<file path="config.mk">
export PLATFORM = sky130hd
export DESIGN_NAME = sectioned_led_strip_frame_generator_flat
export DESIGN_NICKNAME = d
export VERILOG_FILES = /design/src/rtl/sls_pkg.sv /design/src/rtl/sls_if.sv /design/src/rtl/sectioned_led_strip_frame_generator.sv /design/src/flat_wrapper.sv
export SDC_FILE = /design/constraint.sdc
export NUM_CORES = 1
export LEC_CHECK = 0
export BUFFER_PORTS_ARGS = -buffer_cell sky130_fd_sc_hd__buf_2
export CAP_MARGIN = 20
export CORE_MARGIN = 3
export CORE_UTILIZATION = 48
export CTS_CLUSTER_DIAMETER = 50
export CTS_CLUSTER_SIZE = 20
export DETAILED_ROUTE_END_ITERATION = 12
export GPL_TIMING_DRIVEN = 0
export PLACE_DENSITY = 0.76
export SYNTH_ARGS = -nofsm -noshare
export SYNTH_HDL_FRONTEND = slang
export SYNTH_SLANG_ARGS = --single-unit
</file>
<file path="constraint.sdc">
create_clock -name clock -period 2.6 [get_ports clock]
set_clock_uncertainty 0.05 [all_clocks]
set_input_delay 0.13 -clock clock [delete_from_list [all_inputs] [get_ports clock]]
set_output_delay 0.13 -clock clock [all_outputs]
set_load 0.01 [all_outputs]
</file>
<file path="src/rtl/sls_pkg.sv">
`default_nettype none
// ----------------------------------------------------------------------------
// Sectioned LED strip package
// Codes, header constants and register map shared by the frame generator
// and its testbench.
// ----------------------------------------------------------------------------
package sls_pkg;

   typedef enum logic [2:0] {
      BTN_ON    = 3'd0,
      BTN_UP    = 3'd1,
      BTN_DOWN  = 3'd2,
      BTN_OFF   = 3'd3,
      BTN_SEC0  = 3'd4,
      BTN_SEC1  = 3'd5,
      BTN_SEC2  = 3'd6,
      BTN_SEC3  = 3'd7
   } button_type;

   localparam logic ACT_BUTTON = 1'b0;
   localparam logic ACT_FETCH  = 1'b1;

   localparam logic [7:0] HDR_BASE = 8'hE0;
   localparam logic [7:0] HDR_FULL = 8'h1F;

   localparam int         ENABLE_BITS      = 4;
   localparam logic [3:0] ENABLES_RESET    = 4'hF;
   localparam logic [7:0] LEVEL_STEP_RESET = 8'd8;

   localparam int          CSR_ADDR_W     = 3;
   localparam int          CSR_DATA_W     = 32;
   localparam logic        CSR_LEVEL_STEP = 1'b0;

endpackage
`default_nettype wire

</file>
<file path="src/rtl/sls_if.sv">
`default_nettype none
// ----------------------------------------------------------------------------
// Sectioned LED strip channel interfaces
// Valid/ready channels for input items and result words.
// ----------------------------------------------------------------------------
interface sls_req_if;
   logic       valid;
   logic       ready;
   logic       action;
   logic [2:0] button;

   modport source (output valid, output action, output button, input ready);
   modport sink (input valid, input action, input button, output ready);
endinterface

interface sls_rsp_if;
   logic       valid;
   logic       ready;
   logic [7:0] data_byte;
   logic       byte_valid;
   logic       last_byte;
   logic       strip_power_off;
   logic       update_pending;

   modport source (
      output valid, output data_byte, output byte_valid, output last_byte,
      output strip_power_off, output update_pending, input ready
   );
   modport sink (
      input valid, input data_byte, input byte_valid, input last_byte,
      input strip_power_off, input update_pending, output ready
   );
endinterface
`default_nettype wire

</file>
<file path="src/rtl/sectioned_led_strip_frame_generator.sv">
`default_nettype none
// ----------------------------------------------------------------------------
// Sectioned LED strip frame generator
// Every word on the request channel is either a button release, which edits
// the lighting settings, or a fetch, which returns the next byte of a strip
// frame while a frame runs or an update is pending: a zero start word, one
// header/blue/green/red word per LED, a zero reset word and the zero end
// words. Every request yields exactly one response word carrying the byte,
// its valid and last flags, and the power and pending flags after the
// request. Level and section enables are captured when a frame starts.
// The request is processed in the cycle it is accepted and its response is
// registered in the output register. A new request is accepted every cycle
// while the receiver takes responses; the output register holds a response
// while the receiver stalls, and a request is still taken in that cycle if
// the receiver takes the held response. Reset empties the output register,
// turns the strip off, clears the level and pending flag, enables all
// sections and sets the level step to its default. The level step register
// is written over the APB port at byte address zero.
// ----------------------------------------------------------------------------
module sectioned_led_strip_frame_generator #(
   parameter int LED_COUNT     = 144,
   parameter int SECTION_COUNT = 4
) (
   input  wire logic                              clock,
   input  wire logic                              reset,
   sls_req_if.sink                                req_port,
   sls_rsp_if.source                              rsp_port,
   input  wire logic                              csr_psel,
   input  wire logic                              csr_penable,
   input  wire logic                              csr_pwrite,
   input  wire logic [sls_pkg::CSR_ADDR_W-1:0]    csr_paddr,
   input  wire logic [sls_pkg::CSR_DATA_W-1:0]    csr_pwdata,
   output logic      [sls_pkg::CSR_DATA_W-1:0]    csr_prdata,
   output logic                                   csr_pready
);

   localparam int END_WORDS   = ((LED_COUNT / 2) / 32) + 1;
   localparam int FRAME_BYTES = 4 * (LED_COUNT + 2 + END_WORDS);
   localparam int LED_END     = 4 * (LED_COUNT + 1);
   localparam int POS_W       = $clog2(FRAME_BYTES);
   localparam int LPS         = LED_COUNT / SECTION_COUNT;
   localparam int CNT_W       = (LPS > 1) ? $clog2(LPS) : 1;
   localparam int SEC_W       = (SECTION_COUNT > 4) ? 3 : 2;
   localparam logic [SEC_W-1:0] SEC_LAST  = SEC_W'(SECTION_COUNT - 1);
   localparam logic [SEC_W-1:0] SEC_FIRST = (LPS == 0) ? SEC_LAST : '0;
   localparam logic [CNT_W-1:0] CNT_LAST  = (LPS > 0) ? CNT_W'(LPS - 1) : '0;

   logic [7:0]       level_step_ff, level_step_in;
   logic [7:0]       colour_level_ff, colour_level_in;
   logic [3:0]       section_enables_ff, section_enables_in;
   logic             power_off_ff, power_off_in;
   logic             pending_ff, pending_in;
   logic [POS_W-1:0] pos_ff, pos_in;
   logic [7:0]       frame_level_ff, frame_level_in;
   logic [3:0]       frame_enables_ff, frame_enables_in;
   logic [SEC_W-1:0] sec_ff, sec_in;
   logic [CNT_W-1:0] cnt_ff, cnt_in;

   logic             rsp_valid_ff, rsp_valid_in;
   logic [7:0]       data_byte_ff, data_byte_in;
   logic             byte_valid_ff, byte_valid_in;
   logic             last_byte_ff, last_byte_in;
   logic             power_out_ff, power_out_in;
   logic             pending_out_ff, pending_out_in;

   logic accept;
   logic is_fetch;
   logic active;
   logic start;
   logic send;
   logic in_led;
   logic led_on;
   logic at_last;
   logic csr_write;

   assign csr_pready = 1'b1;
   assign csr_write  = csr_psel && csr_penable && csr_pwrite
                       && (csr_paddr[2] == sls_pkg::CSR_LEVEL_STEP);
   assign csr_prdata = (csr_paddr[2] == sls_pkg::CSR_LEVEL_STEP)
                       ? {{(sls_pkg::CSR_DATA_W-8){1'b0}}, level_step_ff}
                       : '0;
   assign level_step_in = csr_write ? csr_pwdata[7:0] : level_step_ff;

   assign req_port.ready = !rsp_valid_ff || rsp_port.ready;
   assign accept   = req_port.valid && req_port.ready;
   assign is_fetch = (req_port.action == sls_pkg::ACT_FETCH);
   assign active   = (pos_ff != '0);
   assign start    = is_fetch && !active && pending_ff;
   assign send     = is_fetch && (active || pending_ff);
   assign in_led   = (32'(pos_ff) >= 32'd4) && (32'(pos_ff) < 32'(LED_END));
   assign led_on   = frame_enables_ff[sec_ff[1:0]];
   assign at_last  = (32'(pos_ff) >= 32'(FRAME_BYTES - 1));

   always_comb begin
      colour_level_in    = colour_level_ff;
      section_enables_in = section_enables_ff;
      power_off_in       = power_off_ff;
      pending_in         = pending_ff;
      pos_in             = pos_ff;
      frame_level_in     = frame_level_ff;
      frame_enables_in   = frame_enables_ff;
      sec_in             = sec_ff;
      cnt_in             = cnt_ff;
      data_byte_in       = 8'd0;
      byte_valid_in      = 1'b0;
      last_byte_in       = 1'b0;

      if (!is_fetch) begin
         case (req_port.button)
            sls_pkg::BTN_ON: begin
               power_off_in = 1'b0;
            end
            sls_pkg::BTN_UP: begin
               colour_level_in = colour_level_ff + level_step_ff;
            end
            sls_pkg::BTN_DOWN: begin
               colour_level_in = colour_level_ff - level_step_ff;
            end
            sls_pkg::BTN_OFF: begin
               power_off_in = 1'b1;
            end
            default: begin
               section_enables_in = section_enables_ff
                                    ^ (4'd1 << req_port.button[1:0]);
            end
         endcase
         pending_in = 1'b1;
      end else begin
         if (start) begin
            frame_level_in   = colour_level_ff;
            frame_enables_in = section_enables_ff;
            pending_in       = 1'b0;
            sec_in           = SEC_FIRST;
            cnt_in           = '0;
         end
         if (send) begin
            byte_valid_in = 1'b1;
            if (in_led) begin
               if (pos_ff[1:0] == 2'd0) begin
                  data_byte_in = led_on ? (sls_pkg::HDR_BASE | sls_pkg::HDR_FULL)
                                        : sls_pkg::HDR_BASE;
               end else begin
                  data_byte_in = led_on ? frame_level_ff : 8'd0;
               end
               if ((pos_ff[1:0] == 2'd3) && (LPS > 0)) begin
                  if (cnt_ff == CNT_LAST) begin
                     cnt_in = '0;
                     if (sec_ff < SEC_LAST) begin
                        sec_in = sec_ff + SEC_W'(1);
                     end
                  end else begin
                     cnt_in = cnt_ff + CNT_W'(1);
                  end
               end
            end
            if (at_last) begin
               last_byte_in = 1'b1;
               pos_in       = '0;
            end else begin
               pos_in = pos_ff + POS_W'(1);
            end
         end
      end

      power_out_in   = power_off_in;
      pending_out_in = pending_in;

      if (accept) begin
         rsp_valid_in = 1'b1;
      end else if (rsp_port.ready) begin
         rsp_valid_in = 1'b0;
      end else begin
         rsp_valid_in = rsp_valid_ff;
      end
   end

   always_ff @(posedge clock) begin
      if (reset) begin
         level_step_ff      <= sls_pkg::LEVEL_STEP_RESET;
         colour_level_ff    <= 8'd0;
         section_enables_ff <= sls_pkg::ENABLES_RESET;
         power_off_ff       <= 1'b1;
         pending_ff         <= 1'b0;
         pos_ff             <= '0;
         frame_level_ff     <= 8'd0;
         frame_enables_ff   <= sls_pkg::ENABLES_RESET;
         sec_ff             <= SEC_FIRST;
         cnt_ff             <= '0;
         rsp_valid_ff       <= 1'b0;
      end else begin
         level_step_ff <= level_step_in;
         rsp_valid_ff  <= rsp_valid_in;
         if (accept) begin
            colour_level_ff    <= colour_level_in;
            section_enables_ff <= section_enables_in;
            power_off_ff       <= power_off_in;
            pending_ff         <= pending_in;
            pos_ff             <= pos_in;
            frame_level_ff     <= frame_level_in;
            frame_enables_ff   <= frame_enables_in;
            sec_ff             <= sec_in;
            cnt_ff             <= cnt_in;
         end
      end
   end

   always_ff @(posedge clock) begin
      if (accept) begin
         data_byte_ff   <= data_byte_in;
         byte_valid_ff  <= byte_valid_in;
         last_byte_ff   <= last_byte_in;
         power_out_ff   <= power_out_in;
         pending_out_ff <= pending_out_in;
      end
   end

   assign rsp_port.valid           = rsp_valid_ff;
   assign rsp_port.data_byte       = data_byte_ff;
   assign rsp_port.byte_valid      = byte_valid_ff;
   assign rsp_port.last_byte       = last_byte_ff;
   assign rsp_port.strip_power_off = power_out_ff;
   assign rsp_port.update_pending  = pending_out_ff;

endmodule
`default_nettype wire

</file>
<file path="src/flat_wrapper.sv">
// flat-port wrapper written by rule: the top's interface ports become plain ports
module sectioned_led_strip_frame_generator_flat 
#(
   parameter int LED_COUNT     = 144,
   parameter int SECTION_COUNT = 4
)
  (clock, reset, csr_psel, csr_penable, csr_pwrite, csr_paddr, csr_pwdata, csr_prdata, csr_pready, req_port_valid, req_port_action, req_port_button, req_port_ready, rsp_port_valid, rsp_port_data_byte, rsp_port_byte_valid, rsp_port_last_byte, rsp_port_strip_power_off, rsp_port_update_pending, rsp_port_ready);
  sls_req_if req_port_i ();
  sls_rsp_if rsp_port_i ();
  input  wire logic clock;
  input  wire logic reset;
  input  wire logic csr_psel;
  input  wire logic csr_penable;
  input  wire logic csr_pwrite;
  input  wire logic [sls_pkg::CSR_ADDR_W-1:0] csr_paddr;
  input  wire logic [sls_pkg::CSR_DATA_W-1:0] csr_pwdata;
  output logic      [sls_pkg::CSR_DATA_W-1:0] csr_prdata;
  output logic csr_pready;
  input wire logic [$bits(req_port_i.valid)-1:0] req_port_valid;
  input wire logic [$bits(req_port_i.action)-1:0] req_port_action;
  input wire logic [$bits(req_port_i.button)-1:0] req_port_button;
  output wire logic [$bits(req_port_i.ready)-1:0] req_port_ready;
  output wire logic [$bits(rsp_port_i.valid)-1:0] rsp_port_valid;
  output wire logic [$bits(rsp_port_i.data_byte)-1:0] rsp_port_data_byte;
  output wire logic [$bits(rsp_port_i.byte_valid)-1:0] rsp_port_byte_valid;
  output wire logic [$bits(rsp_port_i.last_byte)-1:0] rsp_port_last_byte;
  output wire logic [$bits(rsp_port_i.strip_power_off)-1:0] rsp_port_strip_power_off;
  output wire logic [$bits(rsp_port_i.update_pending)-1:0] rsp_port_update_pending;
  input wire logic [$bits(rsp_port_i.ready)-1:0] rsp_port_ready;
  assign req_port_i.valid = req_port_valid;
  assign req_port_i.action = req_port_action;
  assign req_port_i.button = req_port_button;
  assign req_port_ready = req_port_i.ready;
  assign rsp_port_valid = rsp_port_i.valid;
  assign rsp_port_data_byte = rsp_port_i.data_byte;
  assign rsp_port_byte_valid = rsp_port_i.byte_valid;
  assign rsp_port_last_byte = rsp_port_i.last_byte;
  assign rsp_port_strip_power_off = rsp_port_i.strip_power_off;
  assign rsp_port_update_pending = rsp_port_i.update_pending;
  assign rsp_port_i.ready = rsp_port_ready;
  sectioned_led_strip_frame_generator #(.LED_COUNT(LED_COUNT), .SECTION_COUNT(SECTION_COUNT)) u_core (.clock(clock), .reset(reset), .req_port(req_port_i), .rsp_port(rsp_port_i), .csr_psel(csr_psel), .csr_penable(csr_penable), .csr_pwrite(csr_pwrite), .csr_paddr(csr_paddr), .csr_pwdata(csr_pwdata), .csr_prdata(csr_prdata), .csr_pready(csr_pready));
endmodule
</file>
# Yosys cells after proc, flatten, opt, wreduce, memory -nomap -nowiden
# Cells that the tools add are included.
dict set report word_totals {
  elab_cells 88
  out_inout_bits 47
  reg_bits 65
  in_bits 46
}
dict set report op_classes {
  shifts 1
  n_reduce_logical 25
  muxes 27
  n_addsub 5
  magnitude_cmp 5
  bitwise_logic 4
  eq_ne 5
}
# op count
set ops {}
lappend ops {{$mux W6} 5}
lappend ops {{$mux W8} 3}
lappend ops {{$pmux W8 S2} 1}
lappend ops {{$reduce_and A3 Y1} 5}
lappend ops {{$mux W2} 6}
lappend ops {{$add A10 B1 Y10 const B} 1}
lappend ops {{$ge A10 B10 Y1 const B} 1}
lappend ops {{$ge A10 B3 Y1 const B} 1}
lappend ops {{$lt A10 B10 Y1 const B} 1}
lappend ops {{$mux W10} 1}
lappend ops {{$reduce_bool A10 Y1} 1}
lappend ops {{$add A8 B8 Y8} 1}
lappend ops {{$logic_and A1 B1 Y1} 8}
lappend ops {{$mux W1} 8}
lappend ops {{$sub A8 B8 Y8} 1}
lappend ops {{$add A6 B1 Y6 const B} 1}
lappend ops {{$eq A3 B2 Y1 const B} 2}
lappend ops {{$eq A6 B6 Y1 const B} 1}
lappend ops {{$mux W5} 1}
lappend ops {{$reduce_and A2 Y1} 2}
lappend ops {{$reduce_bool A2 Y1} 2}
lappend ops {{$reduce_or A4 Y1} 1}
lappend ops {{$shl A1 B2 Y4 const A} 1}
lappend ops {{$xor A4 B4 Y4} 1}
lappend ops {{other kinds (12)} 16}

# Logic depth before layout (Yosys ltp)
dict set report logic_depth {
  word_depth 10
  mapped_depth 11
  ltp_nobuf 11
}

# Worst setup path after synthesis
# Ideal clock, no wire load.
dict set report synth_timing {
  path_type {input port to flip-flop}
  from {in req_port_button[0]}
  to {reg u_core.colour_level_ff[7]}
  setup_time_ns 0.123
  cell_stages 11
  required_time_ns 2.427
  t_arrival_ns 2.444
  n_path_buf 1
  setup_slack_ns -0.017
  cell_sequence {buf_2 > nor3b_2 > mux2_2 > inv_1 > ha_1 > nor2b_1 > o2111a_1 > nor3_1 > or4_1 > nand2_1 > mux2_1}
}
dict set report synth_via {
  elab_chain_cells 3
  word_cells_on_any_way 5
  classes_between {eq/ne: 2; mux: 1; reduce/logical: 2}
}
# item line_no
set synth_rtl {}
lappend synth_rtl {{from (decl)} flat_wrapper.sv:21} ;# input wire logic [$bits(req_port_i.button)-1:0] req_port_button;
lappend synth_rtl {{$eq A3 B1 Y1 or $eq A3 B2 Y1 (tied branches)} sectioned_led_strip_frame_generator.sv:109} ;# case (req_port.button)
lappend synth_rtl {{$reduce_bool A2 Y1 (no line)} n/a}
lappend synth_rtl {{$reduce_and A3 Y1 (no line)} n/a}
lappend synth_rtl {{to (signal assigned)} sectioned_led_strip_frame_generator.sv:194} ;# colour_level_ff <= colour_level_in;
lappend synth_rtl {{to (decl)} sectioned_led_strip_frame_generator.sv:49} ;# logic [7:0] colour_level_ff, colour_level_in;
# Parallel ways exist; a longest one is shown, timed or not.
# A chain may end at the register's enable or synchronous reset.

# Final worst setup path
dict set report layout_timing {
  from {reg u_core.level_step_ff[0]}
  to {reg u_core.colour_level_ff[7]}
}
dict set report layout_via {
  elab_chain_cells 2
  word_cells_on_any_way 3
  classes_between {add/sub: 2; mux: 1}
}
# item line_no
set layout_rtl {}
lappend layout_rtl {{from (decl)} sectioned_led_strip_frame_generator.sv:48} ;# logic [7:0] level_step_ff, level_step_in;
lappend layout_rtl {{from (signal assigned)} sectioned_led_strip_frame_generator.sv:179} ;# level_step_ff <= sls_pkg::LEVEL_STEP_RESET;
lappend layout_rtl {{from (signal assigned)} sectioned_led_strip_frame_generator.sv:191} ;# level_step_ff <= level_step_in;
lappend layout_rtl {{$sub A8 B8 Y8 or $add A8 B8 Y8 (tied branches)} {sectioned_led_strip_frame_generator.sv:117, sectioned_led_strip_frame_generator.sv:114}}
lappend layout_rtl {{$pmux W8 S2 (*)} sectioned_led_strip_frame_generator.sv:109}
# Mark *: on every way between the ends. The rest lies on a longest branch, timed or not.

==> flow_metrics.tcl <==
set metrics [dict create \
    pwr-share-seq_pct 47.2 \
    vias_per_cell 4.98 \
    core_um2 7020 \
    max_stage_delay_ps 430 \
    r2r_setup_slack_ps 70 \
    cts_root_buffer "clkbuf_8" \
    maxSlewViolCount 0 \
    arrival_ps 2700 \
    relSlewSlack_pct 64.5 \
    crit_path_top_delay_cell "or4_4" \
    power.internal_w 0.00172 \
    clock_sinks 65 \
    first_iter_violations 100 \
    grt_pass1_vias 2660 \
    clk_pin_slew_ps 70 \
    switching_share_pct 23.5 \
    io_buffers 38 \
    syn_avg_cell_area_um2 8.72 \
    drive_above_1_share_pct 25.2 \
    worst_slew_pin_slew_ps 533 \
    ys_top_cells_by_area "dfxtp_1, edfxtp_1, nand2_1" \
    grt_pass1_wl_um 12000 \
    grt_start_max_net_pins 20 \
    clk_latency_ps 340 \
    die_area_um2 8540 \
    critPathMaxFanout 4 \
    start_util_pct 51.1 \
    dieWidth_um 92.4 \
    fin_nets 554 \
    n_fill_cell 622 \
    num_rows 30 \
    synth-async-reset-ratio_pct 0 \
    synth_cell_types 63 \
    p_leak_nw 1.85 \
    syn2layout_area_growth_pct 22.0 \
    ant_nets 0 \
    dp.cells 568 \
    fin_crit_ps 2530 \
    final_cell_mix "nand2_1, dfxtp_1, nor2_1" \
    worstSetupEndpointType "register" \
    cts.path.max_buffers 2 \
    yosys_warnings 0 \
    hold_class "in2reg" \
    cp_cell_sequence "buf_4 > nor3_1 > nor2_1 > xnor2_1 > ha_1 > o2111a_1 > nor3_2 > or4_4 > nand2_4 > mux2_4" \
    synth_edf_count 12 \
    maxCapViolCount 0 \
    htreeDepth 3 \
    mostFrequentLayoutCell "nand2_1" \
    gp_congestion 0.843 \
    synth_flop_cell "dfxtp_1" \
    drt_wl_total_um 7520 \
    ir_drop_v 0.000313 \
    antenna_found_initial 0 \
    ys_ff_latch 65 \
    start_kind "register" \
    drc 0 \
    grt_usage_pct 17.4 \
    grt_overflow_total 0 \
    hold_violations 0 \
    numCtsBuffers 9 \
    p_switching_w 0.000527 \
    crit_required_ps 2780 \
    fmax_mhz 396 \
    clkPwrFrac_pct 41.5 \
    seq_area_frac_synth_pct 39.7 \
    fin_area_um2 4370 \
    finalCritPeriodShare_pct 97.1 \
    power_w 0.00224 \
    synth_top_area_share_pct 29.6 \
    placed_area_um2 3990 \
    dpl.hpwl_um 5270 \
    antenna_cells 0 \
    cts_tree "yes" \
    instances_no_fill 596 \
    status "complete, no violations" \
    synthesis.area_um2 3580 \
    p_per_area_nw_per_um2 513 \
    die_h_um 92.4 \
    critPathKind "reg2reg" \
    routedWlPerCell_um 12.6 \
    first_pass_iters 4 \
    yosysTopAreaCell "dfxtp_1" \
    setup_viol 0 \
    io_pins 93 \
    vias 2970 \
    p_comb_share_pct 11.3 \
    synth_cells 411 \
]
## flip-flops by register name, summed over array words and instances, names as in the netlist
register                         count
u_core.pos_ff                       10
u_core.rsp_port.byte_valid           1
u_core.rsp_port.update_pending       1
u_core.rsp_port.data_byte            8
u_core.cnt_ff                        6
u_core.rsp_port.last_byte            1
u_core.rsp_port.valid                1
u_core.sec_ff                        2
u_core.level_step_ff                 8
u_core.power_off_ff                  1
u_core.pending_ff                    1
u_core.frame_enables_ff              4
u_core.section_enables_ff            4
u_core.rsp_port.strip_power_off      1
u_core.frame_level_ff                8
u_core.colour_level_ff               8
## repair_timing
| item | CTS | global route |
|---|---|---|
| hold endpoints to repair | 7 | 1 |
| gates resized for setup | 9 | 9 |
| setup endpoints to repair | 1 | 2 |
| buffers inserted | 3 | 2 |
| gates cloned | 0 | 0 |
| pin swaps | 3 | 7 |
| hold buffers | 7 | 1 |
## cell type report
type / instances / area (µm²) / area share (%)
inverters: 10 / 37.5 / 0.858
plain buffers: 42 / 303 / 6.92
well taps: 96 / 120 / 2.75
multi-input cells: 316 / 1960 / 44.7
clock buffers: 14 / 184 / 4.21
clock inverters: 2 / 35.0 / 0.801
flip-flops and latches: 65 / 1430 / 32.7
repair buffers: 51 / 308 / 7.04
## synth_stat cells (2+ instances only)
cell type,n
nand3b_1,8
nor2_1,45
nor2b_1,10
mux2_1,2
xor2_1,8
a21o_1,2
or3_1,5
nor3_1,10
mux2i_1,2
buf_2,5
a21oi_1,37
nor4_4,3
conb_1,2
nand4_1,5
nor3b_1,2
clkbuf_8,3
nor4_1,2
or3b_2,2
edfxtp_1,12
buf_4,25
nand3_1,8
dfxtp_1,53
xnor2_1,12
ha_1,12
o211ai_1,2
o21ai_1,2
nand2b_1,4
nand2_1,62
o21a_1,3
buf_6,2
o21ai_0,7
inv_1,9
a31oi_1,5
and3_1,4
clkbuf_1,8
## power by group through the flow
stage / clock (W) / combinational, W / sequential [W]
floorplan: 0 / 0.000169 / 0.00108
global placement: 0 / 0.000228 / 0.00108
detailed placement: 0 / 0.000231 / 0.00108
CTS: 0.000945 / 0.000244 / 0.00106
global route: 0.000977 / 0.000278 / 0.00106
finish: 0.000931 / 0.000253 / 0.00106
## final timing paths
| path | depth (start not counted) | from | endpoint |
|---|---|---|---|
| max reg2reg | 10 | u_core.level_step_ff[0]$_SDFFE_PP0P_ | u_core.colour_level_ff[7]$_SDFFE_PP0P_ |
| max | 10 | u_core.level_step_ff[0]$_SDFFE_PP0P_ | u_core.colour_level_ff[7]$_SDFFE_PP0P_ |
| min | 3 | req_port_valid | u_core.rsp_port.valid$_SDFFE_PP0P_ |
| min reg2reg | 2 | u_core.frame_level_ff[6]$_SDFFE_PP0P_ | u_core.frame_level_ff[6]$_SDFFE_PP0P_ |
## per-layer routing
layer	GRT usage, %	part of all wire (%)	vias to the layer above
met4	6.93	1.3	0
met3	4.14	4.7	10
met2	29.5	49	70
met5	0	0	-
li1	-	-	1534
met1	21.3	45	1356
## critical path: cells and delay by family, from the launching register on
family          cells  cell delay [ps]
simple gates        5              840
flops               1              350
fa+ha+maj           1              350
mux                 1              290
compound gates      1              240
buf+inv             1              150
xor+xnor            1              140
## per-stage QoR
stage | TNS, ps | utilization [%] | hold slack [ps] | setup slack, ps
after floorplan | 0 | - | 204 | 10.0
after global placement | -177 | 56.8 | 291 | -177
after detailed placement | -218 | 56.8 | 308 | -218
after CTS | 0 | 61.6 | 5.54 | 28.9
after global routing | -34.7 | 62.3 | 24.0 | -31.4
final | 0 | 62.3 | 19.9 | 75.0
## logic make-up after synthesis
group	share of synthesized area, %
other	0.210
flip-flops	39.7
multiplexers	2.13
XOR/XNOR	4.89
adder cells (fa/ha/maj)	4.75
AND/OR/NAND/NOR	27.1
AO/OA/AOI/OAI	11.7
buffers and inverters	9.60
Power figures use the tool's default switching activity.
